`config.mk`:
```
export PLATFORM = sky130hd
export DESIGN_NAME = sleep_delta_queue
export DESIGN_NICKNAME = d
export VERILOG_FILES = /design/src/rtl/core/sdq_pkg.sv /design/src/rtl/core/sdq_ram.sv /design/src/rtl/core/sdq_ctrl.sv /design/src/rtl/core/sdq_dp.sv /design/src/rtl/core/sleep_delta_queue.sv
export SDC_FILE = /design/constraint.sdc
export NUM_CORES = 2
export LEC_CHECK = 0
export BUFFER_PORTS_ARGS = -buffer_cell sky130_fd_sc_hd__buf_2
export CAP_MARGIN = 40
export CORE_MARGIN = 10
export CORE_UTILIZATION = 40
export CTS_BUF_LIST = sky130_fd_sc_hd__clkbuf_2 sky130_fd_sc_hd__clkbuf_4 sky130_fd_sc_hd__clkbuf_8
export CTS_CLUSTER_DIAMETER = 120
export CTS_CLUSTER_SIZE = 10
export DETAILED_ROUTE_END_ITERATION = 8
export SYNTH_ARGS = -nofsm -noshare
export SYNTH_HDL_FRONTEND = slang
export SYNTH_SLANG_ARGS = --single-unit
```
`constraint.sdc`:
```
create_clock -name clk -period 21.4 [get_ports clk]
set_clock_uncertainty 0.1 [all_clocks]
set_input_delay 4.28 -clock clk [delete_from_list [all_inputs] [get_ports clk]]
set_output_delay 4.28 -clock clk [all_outputs]
set_load 0.05 [all_outputs]
```
`src/rtl/core/sdq_pkg.sv`:
```
`timescale 1ns / 1ps

package sdq_pkg;

    localparam int ID_W            = 8;
    localparam int DELTA_W         = 31;
    localparam int ENTRY_W         = ID_W + DELTA_W;
    localparam int DEFAULT_ENTRIES = 32;

    // operation codes
    localparam logic [1:0] OP_INSERT = 2'd0;
    localparam logic [1:0] OP_POLL   = 2'd1;
    localparam logic [1:0] OP_REMOVE = 2'd2;

    // result status codes
    localparam logic [1:0] STS_OK        = 2'd0;
    localparam logic [1:0] STS_EMPTY     = 2'd1;
    localparam logic [1:0] STS_FULL      = 2'd2;
    localparam logic [1:0] STS_NOT_FOUND = 2'd3;

    typedef enum logic [1:0] {
        ST_IDLE,
        ST_WALK,
        ST_FIN,
        ST_DONE
    } sdq_state_t;

    // controller to datapath
    typedef struct packed {
        logic start;
        logic walk;
        logic fin;
        logic load;
    } sdq_cmd_t;

    // datapath to controller
    typedef struct packed {
        logic quick;
        logic walk_done;
        logic out_busy;
    } sdq_stat_t;

endpackage

```
`src/rtl/core/sdq_ram.sv`:
```
`timescale 1ns / 1ps

module sdq_ram #(
    parameter int WIDTH = 8,
    parameter int DEPTH = 32
) (
    input  logic                     clk,
    input  logic                     we,
    input  logic [$clog2(DEPTH)-1:0] waddr,
    input  logic [WIDTH-1:0]         wdata,
    input  logic [$clog2(DEPTH)-1:0] raddr,
    output logic [WIDTH-1:0]         rdata
);

    logic [WIDTH-1:0] mem [DEPTH];
    logic [WIDTH-1:0] rdata_reg;

    always_ff @(posedge clk)
    begin
        if (we)
        begin
            mem[waddr] <= wdata;
        end
        rdata_reg <= mem[raddr];
    end

    assign rdata = rdata_reg;

endmodule

```
`src/rtl/core/sdq_ctrl.sv`:
```
`timescale 1ns / 1ps

module sdq_ctrl import sdq_pkg::*; (
    input  logic      clk,
    input  logic      rst_n,
    input  logic      in_valid,
    output logic      in_ready,
    input  sdq_stat_t stat,
    output sdq_cmd_t  cmd
);

    sdq_state_t state_reg;
    sdq_state_t state_next;

    always_ff @(posedge clk or negedge rst_n)
    begin
        if (!rst_n)
        begin
            state_reg <= ST_IDLE;
        end
        else
        begin
            state_reg <= state_next;
        end
    end

    always_comb
    begin
        state_next = state_reg;
        unique case (state_reg)
            ST_IDLE:
            begin
                if (in_valid)
                begin
                    state_next = stat.quick ? ST_DONE : ST_WALK;
                end
            end
            ST_WALK:
            begin
                if (stat.walk_done)
                begin
                    state_next = ST_FIN;
                end
            end
            ST_FIN:
            begin
                state_next = ST_DONE;
            end
            ST_DONE:
            begin
                if (!stat.out_busy)
                begin
                    state_next = ST_IDLE;
                end
            end
            default:
            begin
                state_next = ST_IDLE;
            end
        endcase
    end

    always_comb
    begin
        in_ready  = (state_reg == ST_IDLE);
        cmd.start = (state_reg == ST_IDLE) && in_valid;
        cmd.walk  = (state_reg == ST_WALK);
        cmd.fin   = (state_reg == ST_FIN);
        cmd.load  = (state_reg == ST_DONE) && !stat.out_busy;
    end

endmodule

```
`src/rtl/core/sdq_dp.sv`:
```
`timescale 1ns / 1ps

module sdq_dp import sdq_pkg::*; #(
    parameter int ENTRIES = DEFAULT_ENTRIES
) (
    input  logic                         clk,
    input  logic                         rst_n,
    input  sdq_cmd_t                     cmd,
    output sdq_stat_t                    stat,
    input  logic [1:0]                   opcode,
    input  logic [ID_W-1:0]              proc_id,
    input  logic [DELTA_W-1:0]           delay,
    input  logic                         out_ready,
    output logic                         out_valid,
    output logic [1:0]                   status,
    output logic [ID_W-1:0]              out_id,
    output logic [DELTA_W-1:0]           out_time,
    output logic                         head_valid,
    output logic [ID_W-1:0]              head_id,
    output logic [DELTA_W-1:0]           head_delta,
    output logic [$clog2(ENTRIES+1)-1:0] entry_count
);

    localparam int IDX_W = $clog2(ENTRIES);
    localparam int CNT_W = $clog2(ENTRIES + 1);
    localparam logic [CNT_W-1:0] FULL_CNT = CNT_W'(ENTRIES);

    // control state
    logic [CNT_W-1:0] count_reg, count_next;
    logic [CNT_W-1:0] rd_idx_reg, rd_idx_next;
    logic             dv_reg, dv_next;
    logic             hit_reg, hit_next;
    logic             out_valid_reg, out_valid_next;

    // working payload
    logic [1:0]         op_reg, op_next;
    logic [ID_W-1:0]    pid_reg, pid_next;
    logic [DELTA_W-1:0] rem_reg, rem_next;
    logic [DELTA_W-1:0] acc_reg, acc_next;
    logic [DELTA_W-1:0] fd_reg, fd_next;
    logic [ENTRY_W-1:0] carry_reg, carry_next;
    logic [IDX_W-1:0]   pos_reg, pos_next;
    logic [1:0]         sts_reg, sts_next;
    logic [ID_W-1:0]    oid_reg, oid_next;
    logic [DELTA_W-1:0] otime_reg, otime_next;
    logic [ID_W-1:0]    hid_reg, hid_next;
    logic [DELTA_W-1:0] hdelta_reg, hdelta_next;

    // result beat
    logic [1:0]         o_sts_reg, o_sts_next;
    logic [ID_W-1:0]    o_id_reg, o_id_next;
    logic [DELTA_W-1:0] o_time_reg, o_time_next;
    logic               o_hv_reg, o_hv_next;
    logic [ID_W-1:0]    o_hid_reg, o_hid_next;
    logic [DELTA_W-1:0] o_hdelta_reg, o_hdelta_next;
    logic [CNT_W-1:0]   o_cnt_reg, o_cnt_next;

    // entry store
    logic               we;
    logic [IDX_W-1:0]   waddr;
    logic [ENTRY_W-1:0] wdata;
    logic [ENTRY_W-1:0] rdata;
    logic [ID_W-1:0]    rd_id;
    logic [DELTA_W-1:0] rd_delta;
    logic [DELTA_W-1:0] acc_sum;
    logic               match;

    sdq_ram #(
        .WIDTH (ENTRY_W),
        .DEPTH (ENTRIES)
    ) u_ram (
        .clk   (clk),
        .we    (we),
        .waddr (waddr),
        .wdata (wdata),
        .raddr (rd_idx_reg[IDX_W-1:0]),
        .rdata (rdata)
    );

    assign rd_id    = rdata[ENTRY_W-1:DELTA_W];
    assign rd_delta = rdata[DELTA_W-1:0];
    assign acc_sum  = acc_reg + rd_delta;
    assign match    = (op_reg == OP_POLL) ? (pos_reg == '0) : (rd_id == pid_reg);

    always_comb
    begin
        stat.out_busy  = out_valid_reg && !out_ready;
        stat.walk_done = (rd_idx_reg == count_reg) && !dv_reg;
        if (opcode == OP_INSERT)
        begin
            stat.quick = (count_reg == FULL_CNT);
        end
        else if (opcode == OP_POLL || opcode == OP_REMOVE)
        begin
            stat.quick = (count_reg == '0);
        end
        else
        begin
            stat.quick = 1'b1;
        end
    end

    always_comb
    begin
        count_next     = count_reg;
        rd_idx_next    = rd_idx_reg;
        dv_next        = 1'b0;
        hit_next       = hit_reg;
        out_valid_next = out_valid_reg;
        op_next        = op_reg;
        pid_next       = pid_reg;
        rem_next       = rem_reg;
        acc_next       = acc_reg;
        fd_next        = fd_reg;
        carry_next     = carry_reg;
        pos_next       = pos_reg;
        sts_next       = sts_reg;
        oid_next       = oid_reg;
        otime_next     = otime_reg;
        hid_next       = hid_reg;
        hdelta_next    = hdelta_reg;
        o_sts_next     = o_sts_reg;
        o_id_next      = o_id_reg;
        o_time_next    = o_time_reg;
        o_hv_next      = o_hv_reg;
        o_hid_next     = o_hid_reg;
        o_hdelta_next  = o_hdelta_reg;
        o_cnt_next     = o_cnt_reg;
        we             = 1'b0;
        waddr          = '0;
        wdata          = '0;

        if (cmd.start)
        begin
            op_next     = opcode;
            pid_next    = proc_id;
            rem_next    = delay;
            acc_next    = '0;
            fd_next     = '0;
            hit_next    = 1'b0;
            rd_idx_next = '0;
            oid_next    = '0;
            otime_next  = '0;
            sts_next    = STS_OK;
            if (opcode == OP_INSERT && count_reg == FULL_CNT)
            begin
                sts_next = STS_FULL;
            end
            else if ((opcode == OP_POLL || opcode == OP_REMOVE) && count_reg == '0)
            begin
                sts_next = STS_EMPTY;
            end
        end

        if (cmd.walk)
        begin
            // issue the next read one slot ahead of the entry being processed
            if (rd_idx_reg < count_reg)
            begin
                rd_idx_next = rd_idx_reg + CNT_W'(1);
                dv_next     = 1'b1;
                pos_next    = rd_idx_reg[IDX_W-1:0];
            end
            if (dv_reg)
            begin
                if (op_reg == OP_INSERT)
                begin
                    if (!hit_reg)
                    begin
                        if (rem_reg < rd_delta)
                        begin
                            // place here, push the old entry down with a reduced delta
                            we         = 1'b1;
                            waddr      = pos_reg;
                            wdata      = {pid_reg, rem_reg};
                            carry_next = {rd_id, rd_delta - rem_reg};
                            hit_next   = 1'b1;
                        end
                        else
                        begin
                            rem_next = rem_reg - rd_delta;
                        end
                    end
                    else
                    begin
                        we         = 1'b1;
                        waddr      = pos_reg;
                        wdata      = carry_reg;
                        carry_next = rdata;
                    end
                end
                else
                begin
                    if (!hit_reg)
                    begin
                        if (match)
                        begin
                            hit_next   = 1'b1;
                            otime_next = acc_sum;
                            oid_next   = rd_id;
                            fd_next    = rd_delta;
                        end
                        else
                        begin
                            acc_next = acc_sum;
                        end
                    end
                    else
                    begin
                        // pull up one slot; the successor absorbs the dropped delta
                        we      = 1'b1;
                        waddr   = pos_reg - IDX_W'(1);
                        wdata   = {rd_id, rd_delta + fd_reg};
                        fd_next = '0;
                    end
                end
            end
        end

        if (cmd.fin)
        begin
            if (op_reg == OP_INSERT)
            begin
                we         = 1'b1;
                waddr      = count_reg[IDX_W-1:0];
                wdata      = hit_reg ? carry_reg : {pid_reg, rem_reg};
                count_next = count_reg + CNT_W'(1);
            end
            else if (hit_reg)
            begin
                count_next = count_reg - CNT_W'(1);
            end
            else
            begin
                sts_next = STS_NOT_FOUND;
            end
        end

        // mirror slot zero for the head report
        if (we && waddr == '0)
        begin
            hid_next    = wdata[ENTRY_W-1:DELTA_W];
            hdelta_next = wdata[DELTA_W-1:0];
        end

        if (cmd.load)
        begin
            out_valid_next = 1'b1;
            o_sts_next     = sts_reg;
            o_id_next      = oid_reg;
            o_time_next    = otime_reg;
            o_hv_next      = (count_reg != '0);
            o_hid_next     = (count_reg != '0) ? hid_reg : '0;
            o_hdelta_next  = (count_reg != '0) ? hdelta_reg : '0;
            o_cnt_next     = count_reg;
        end
        else if (out_ready)
        begin
            out_valid_next = 1'b0;
        end
    end

    always_ff @(posedge clk or negedge rst_n)
    begin
        if (!rst_n)
        begin
            count_reg     <= '0;
            rd_idx_reg    <= '0;
            dv_reg        <= 1'b0;
            hit_reg       <= 1'b0;
            out_valid_reg <= 1'b0;
        end
        else
        begin
            count_reg     <= count_next;
            rd_idx_reg    <= rd_idx_next;
            dv_reg        <= dv_next;
            hit_reg       <= hit_next;
            out_valid_reg <= out_valid_next;
        end
    end

    always_ff @(posedge clk)
    begin
        op_reg       <= op_next;
        pid_reg      <= pid_next;
        rem_reg      <= rem_next;
        acc_reg      <= acc_next;
        fd_reg       <= fd_next;
        carry_reg    <= carry_next;
        pos_reg      <= pos_next;
        sts_reg      <= sts_next;
        oid_reg      <= oid_next;
        otime_reg    <= otime_next;
        hid_reg      <= hid_next;
        hdelta_reg   <= hdelta_next;
        o_sts_reg    <= o_sts_next;
        o_id_reg     <= o_id_next;
        o_time_reg   <= o_time_next;
        o_hv_reg     <= o_hv_next;
        o_hid_reg    <= o_hid_next;
        o_hdelta_reg <= o_hdelta_next;
        o_cnt_reg    <= o_cnt_next;
    end

    assign out_valid   = out_valid_reg;
    assign status      = o_sts_reg;
    assign out_id      = o_id_reg;
    assign out_time    = o_time_reg;
    assign head_valid  = o_hv_reg;
    assign head_id     = o_hid_reg;
    assign head_delta  = o_hdelta_reg;
    assign entry_count = o_cnt_reg;

endmodule

```
`src/rtl/core/sleep_delta_queue.sv`:
```
`timescale 1ns / 1ps

// Channel   Handshake             Beat contents
// -------   -------------------   ---------------------------------------------------
// in        in_valid / in_ready   opcode, proc_id, delay
// out       out_valid / out_ready status, out_id, out_time, head_valid, head_id,
//                                 head_delta, entry_count
//
// Insert, poll and remove walk the stored entries once through the entry RAM, one
// entry per cycle with each registered read issued one slot ahead, then pass
// through the FIN state to DONE, where the result is loaded into the output
// register once it is free; the next beat is taken back in IDLE. Full, empty
// and no-op items skip the walk and go from accept straight to DONE.
// Reset: asynchronous, active low; clears the entry count and the handshake state.
// The entry RAM is not cleared; only slots below the count are ever read.
// Stalls: a finished result holds in the output register until out_ready; the
// next beat is still accepted and walked, then holds in its last state, with
// in_ready low, until that result is handed over.

module sleep_delta_queue import sdq_pkg::*; #(
    parameter int ENTRIES = DEFAULT_ENTRIES
) (
    input  logic                         clk,
    input  logic                         rst_n,
    input  logic                         in_valid,
    output logic                         in_ready,
    input  logic [1:0]                   opcode,
    input  logic [ID_W-1:0]              proc_id,
    input  logic [DELTA_W-1:0]           delay,
    output logic                         out_valid,
    input  logic                         out_ready,
    output logic [1:0]                   status,
    output logic [ID_W-1:0]              out_id,
    output logic [DELTA_W-1:0]           out_time,
    output logic                         head_valid,
    output logic [ID_W-1:0]              head_id,
    output logic [DELTA_W-1:0]           head_delta,
    output logic [$clog2(ENTRIES+1)-1:0] entry_count
);

    sdq_cmd_t  cmd;
    sdq_stat_t stat;

    // sequence the walk: accept, stream entries, finish, hand over the beat
    sdq_ctrl u_ctrl (
        .clk      (clk),
        .rst_n    (rst_n),
        .in_valid (in_valid),
        .in_ready (in_ready),
        .stat     (stat),
        .cmd      (cmd)
    );

    // entry store, list arithmetic and the output register
    sdq_dp #(
        .ENTRIES (ENTRIES)
    ) u_dp (
        .clk         (clk),
        .rst_n       (rst_n),
        .cmd         (cmd),
        .stat        (stat),
        .opcode      (opcode),
        .proc_id     (proc_id),
        .delay       (delay),
        .out_ready   (out_ready),
        .out_valid   (out_valid),
        .status      (status),
        .out_id      (out_id),
        .out_time    (out_time),
        .head_valid  (head_valid),
        .head_id     (head_id),
        .head_delta  (head_delta),
        .entry_count (entry_count)
    );

endmodule

```
==> qor.csv <==
metric,value,unit
min_to,u_dp.out_time[15],
cts_resized,0,
via_per_inst,5.77,
synth_area,68000,µm²
fillers,14600,
leakage,23.5,nW
start_util,40.2,%
grt_max_degree,104,
ir_worst_vdd,0.0000577,V
cts_buffer_depth,3,
drc,0,
yosysWarningCount,0,
design_area,76200,µm²
required,17.02,ns
slew_headroom,37.7,%
place_congestion,0.891,
cts_sinks,1618,
io_pins,134,
antenna_left,0,
die_w,432,µm
intPower,4.33,mW
hold_path_class,reg2reg,
post-route-util,45.0,%
ys.flop_type,edfxtp_1,
dieArea,187000,µm²
post_route_cells_drive_above_1_share,25.3,%
p_seq_share,62.1,%
path_cells,"inv_1, ha_1, buf_2",
yosysSeqAreaShare,68.7,%
async_flop_share,1.05,%
synthesis.nets,4220,
path_max_fanout,6,
critPathBufInv,2,
cts_tree,built,
hpwl,114000,µm
area_growth,11.9,%
rows,151,
crit_path_top_delay_cell,ha_1,
pwr_density_cell,71.4,nW/µm²
crit_path_end_kind,output port,
finalPower,5.44,mW
p_sw_share,20.3,%
regToRegEndpoint,u_dp.u_ram.mem[25][1],
switching_power,1.11,mW
worstHoldStart,u_dp.otime_reg[15],
crit_arrival,2.42,ns
grt_pass1_wl,272000,µm
hold_depth,0,
fp.coreArea,169000,µm²
worst_pin_slew,0.935,ns
synth_area_leaders,"edfxtp_1 (63%), mux4_2 (13%), dfxtp_1 (5.1%)",
synth-edff-count,1428,
largest_reg_flops,1248,
critPathMaxStageDelay,0.57,ns
htreeDepth,4,
finalCritPeriodShare,31.8,%
fin_nets,4469,
drt_iter0_drc,3988,
dr.pass1.iters,6,
yosys.area.top_type,edfxtp_1,
netlist_instances,4032,
drv_cap,0,
power_frac_clock,37.7,%
status,finished clean,
wire_per_inst,28.6,µm
synth_top_area_share,63.0,%
combPwrFrac,0.2,%
synthMostInstantiatedCell,edfxtp_1,
cts.clk_slew.worst_paths,0.08,ns
whs,0.320,ns
postCtsSetupBuffers,0,
drt_wl_total,189000,µm
start_kind,flip-flop,
reg2reg_from,u_dp.u_ram.rdata[4],
grt_pass1_vias,38100,
ys_types,86,
cts_hold_buf,0,
rsz0062_at_grt,false,
r2r_cells,12,
gr-total-overflow,0,
gr-usage-all-layers,19.9,%
critical-path-top-delay-family,adder cells,
cts-root-buf,clkbuf_8,
antenna_found_initial,9,
ys_ff_latch,1618,
setup_tns,0,ns
avgSynthCellArea,16.9,µm²
crit_type,reg2out,
hold_viol_final,0,
slew_viol_final,0,
fmax,147,MHz
cts_buffers,179,
fp.dieH,432,µm
reg2reg_slack,15.47,ns
placed_area,72800,µm²
clkLatencyLatePin,0.98,ns
portBuffers,133,
yosys-top-cells-count,"edfxtp_1 (1,428), mux4_2 (390), nand2_1 (278)",
fin_crit,6.80,ns
setup_viol_count_final,0,
num_vias,38100,
power groups by stage:
stage | combinational (mW) | sequential, mW | clock [mW]
floorplan | 0.000628 | 3.45 | 0
finish | 0.00839 | 3.38 | 2.05
global route | 0.00865 | 3.38 | 2.22
global placement | 0.00861 | 3.45 | 0
CTS | 0.00851 | 3.38 | 2.10
detailed placement | 0.00849 | 3.45 | 0
per-layer routing:
| metal | part of all wire, % | vias to the layer above | GRT usage (%) |
|---|---|---|---|
| met5 | 0.014 | - | 0 |
| met4 | 3.8 | 4 | 7.44 |
| met3 | 6.9 | 337 | 3.22 |
| met2 | 49 | 1486 | 33.3 |
| met1 | 40 | 19900 | 26.1 |
| li1 | - | 16400 | - |
cells in the final DEF (no fill, tap or decap), drive strengths merged, types with 20 or more instances in the layout:
master,n
edfxtp,1428
mux4,390
buf,282
nand2,279
clkbuf,275
o21ai,221
dfxtp,173
a21oi,151
ha,138
inv,118
nor2,113
nand3,99
a21o,71
xnor2,69
nor2b,47
xor2,46
mux2i,42
mux2,41
nor3,37
o22ai,33
o21bai,27
a211oi,26
a31oi,26
and3,20
through the flow:
stage / cells / setup WS (ns)
final: 6615 / 14.60
after global routing: 6612 / 14.54
after CTS: 6609 / 14.50
after detailed placement: 6318 / 14.91
after global placement: 6284 / 14.94
after floorplan: 4032 / 14.08
area by class of cell:
type	instances	area (µm²)	area share (%)
Antenna cell	6	15.0	0.0197
Clock buffer	275	3180	4.18
Clock inverter	16	188	0.246
Inverter	109	409	0.537
Multi-Input combinational cell	2091	20500	27.0
Sequential cell	1618	46800	61.4
Tap cell	2218	2780	3.64
Timing Repair Buffer	282	2260	2.97
cell families after synthesis:
kind of cell    synth area share, %
buf+inv                        1.88
compound gates                 6.26
simple gates                   4.77
xor+xnor                       1.48
flops                          68.7
fa+ha+maj                      2.68
mux                            14.2
worst max path at each step:
stage / to / slack [ns] / cells past startpoint / startpoint
CTS: in_ready / 14.50 / 3 / u_ctrl.state_reg[0]
detailed placement: u_dp.fd_reg[18] / 14.91 / 8 / in_valid
global route: in_ready / 14.54 / 3 / u_ctrl.state_reg[1]
finish: in_ready / 14.60 / 3 / u_ctrl.state_reg[0]
global placement: u_dp.fd_reg[5] / 14.94 / 8 / in_valid
floorplan: u_dp.u_ram.mem[12][0] / 14.08 / 11 / u_dp.u_ram.rdata[1]
No activity file was read; power rests on OpenSTA's default activity.
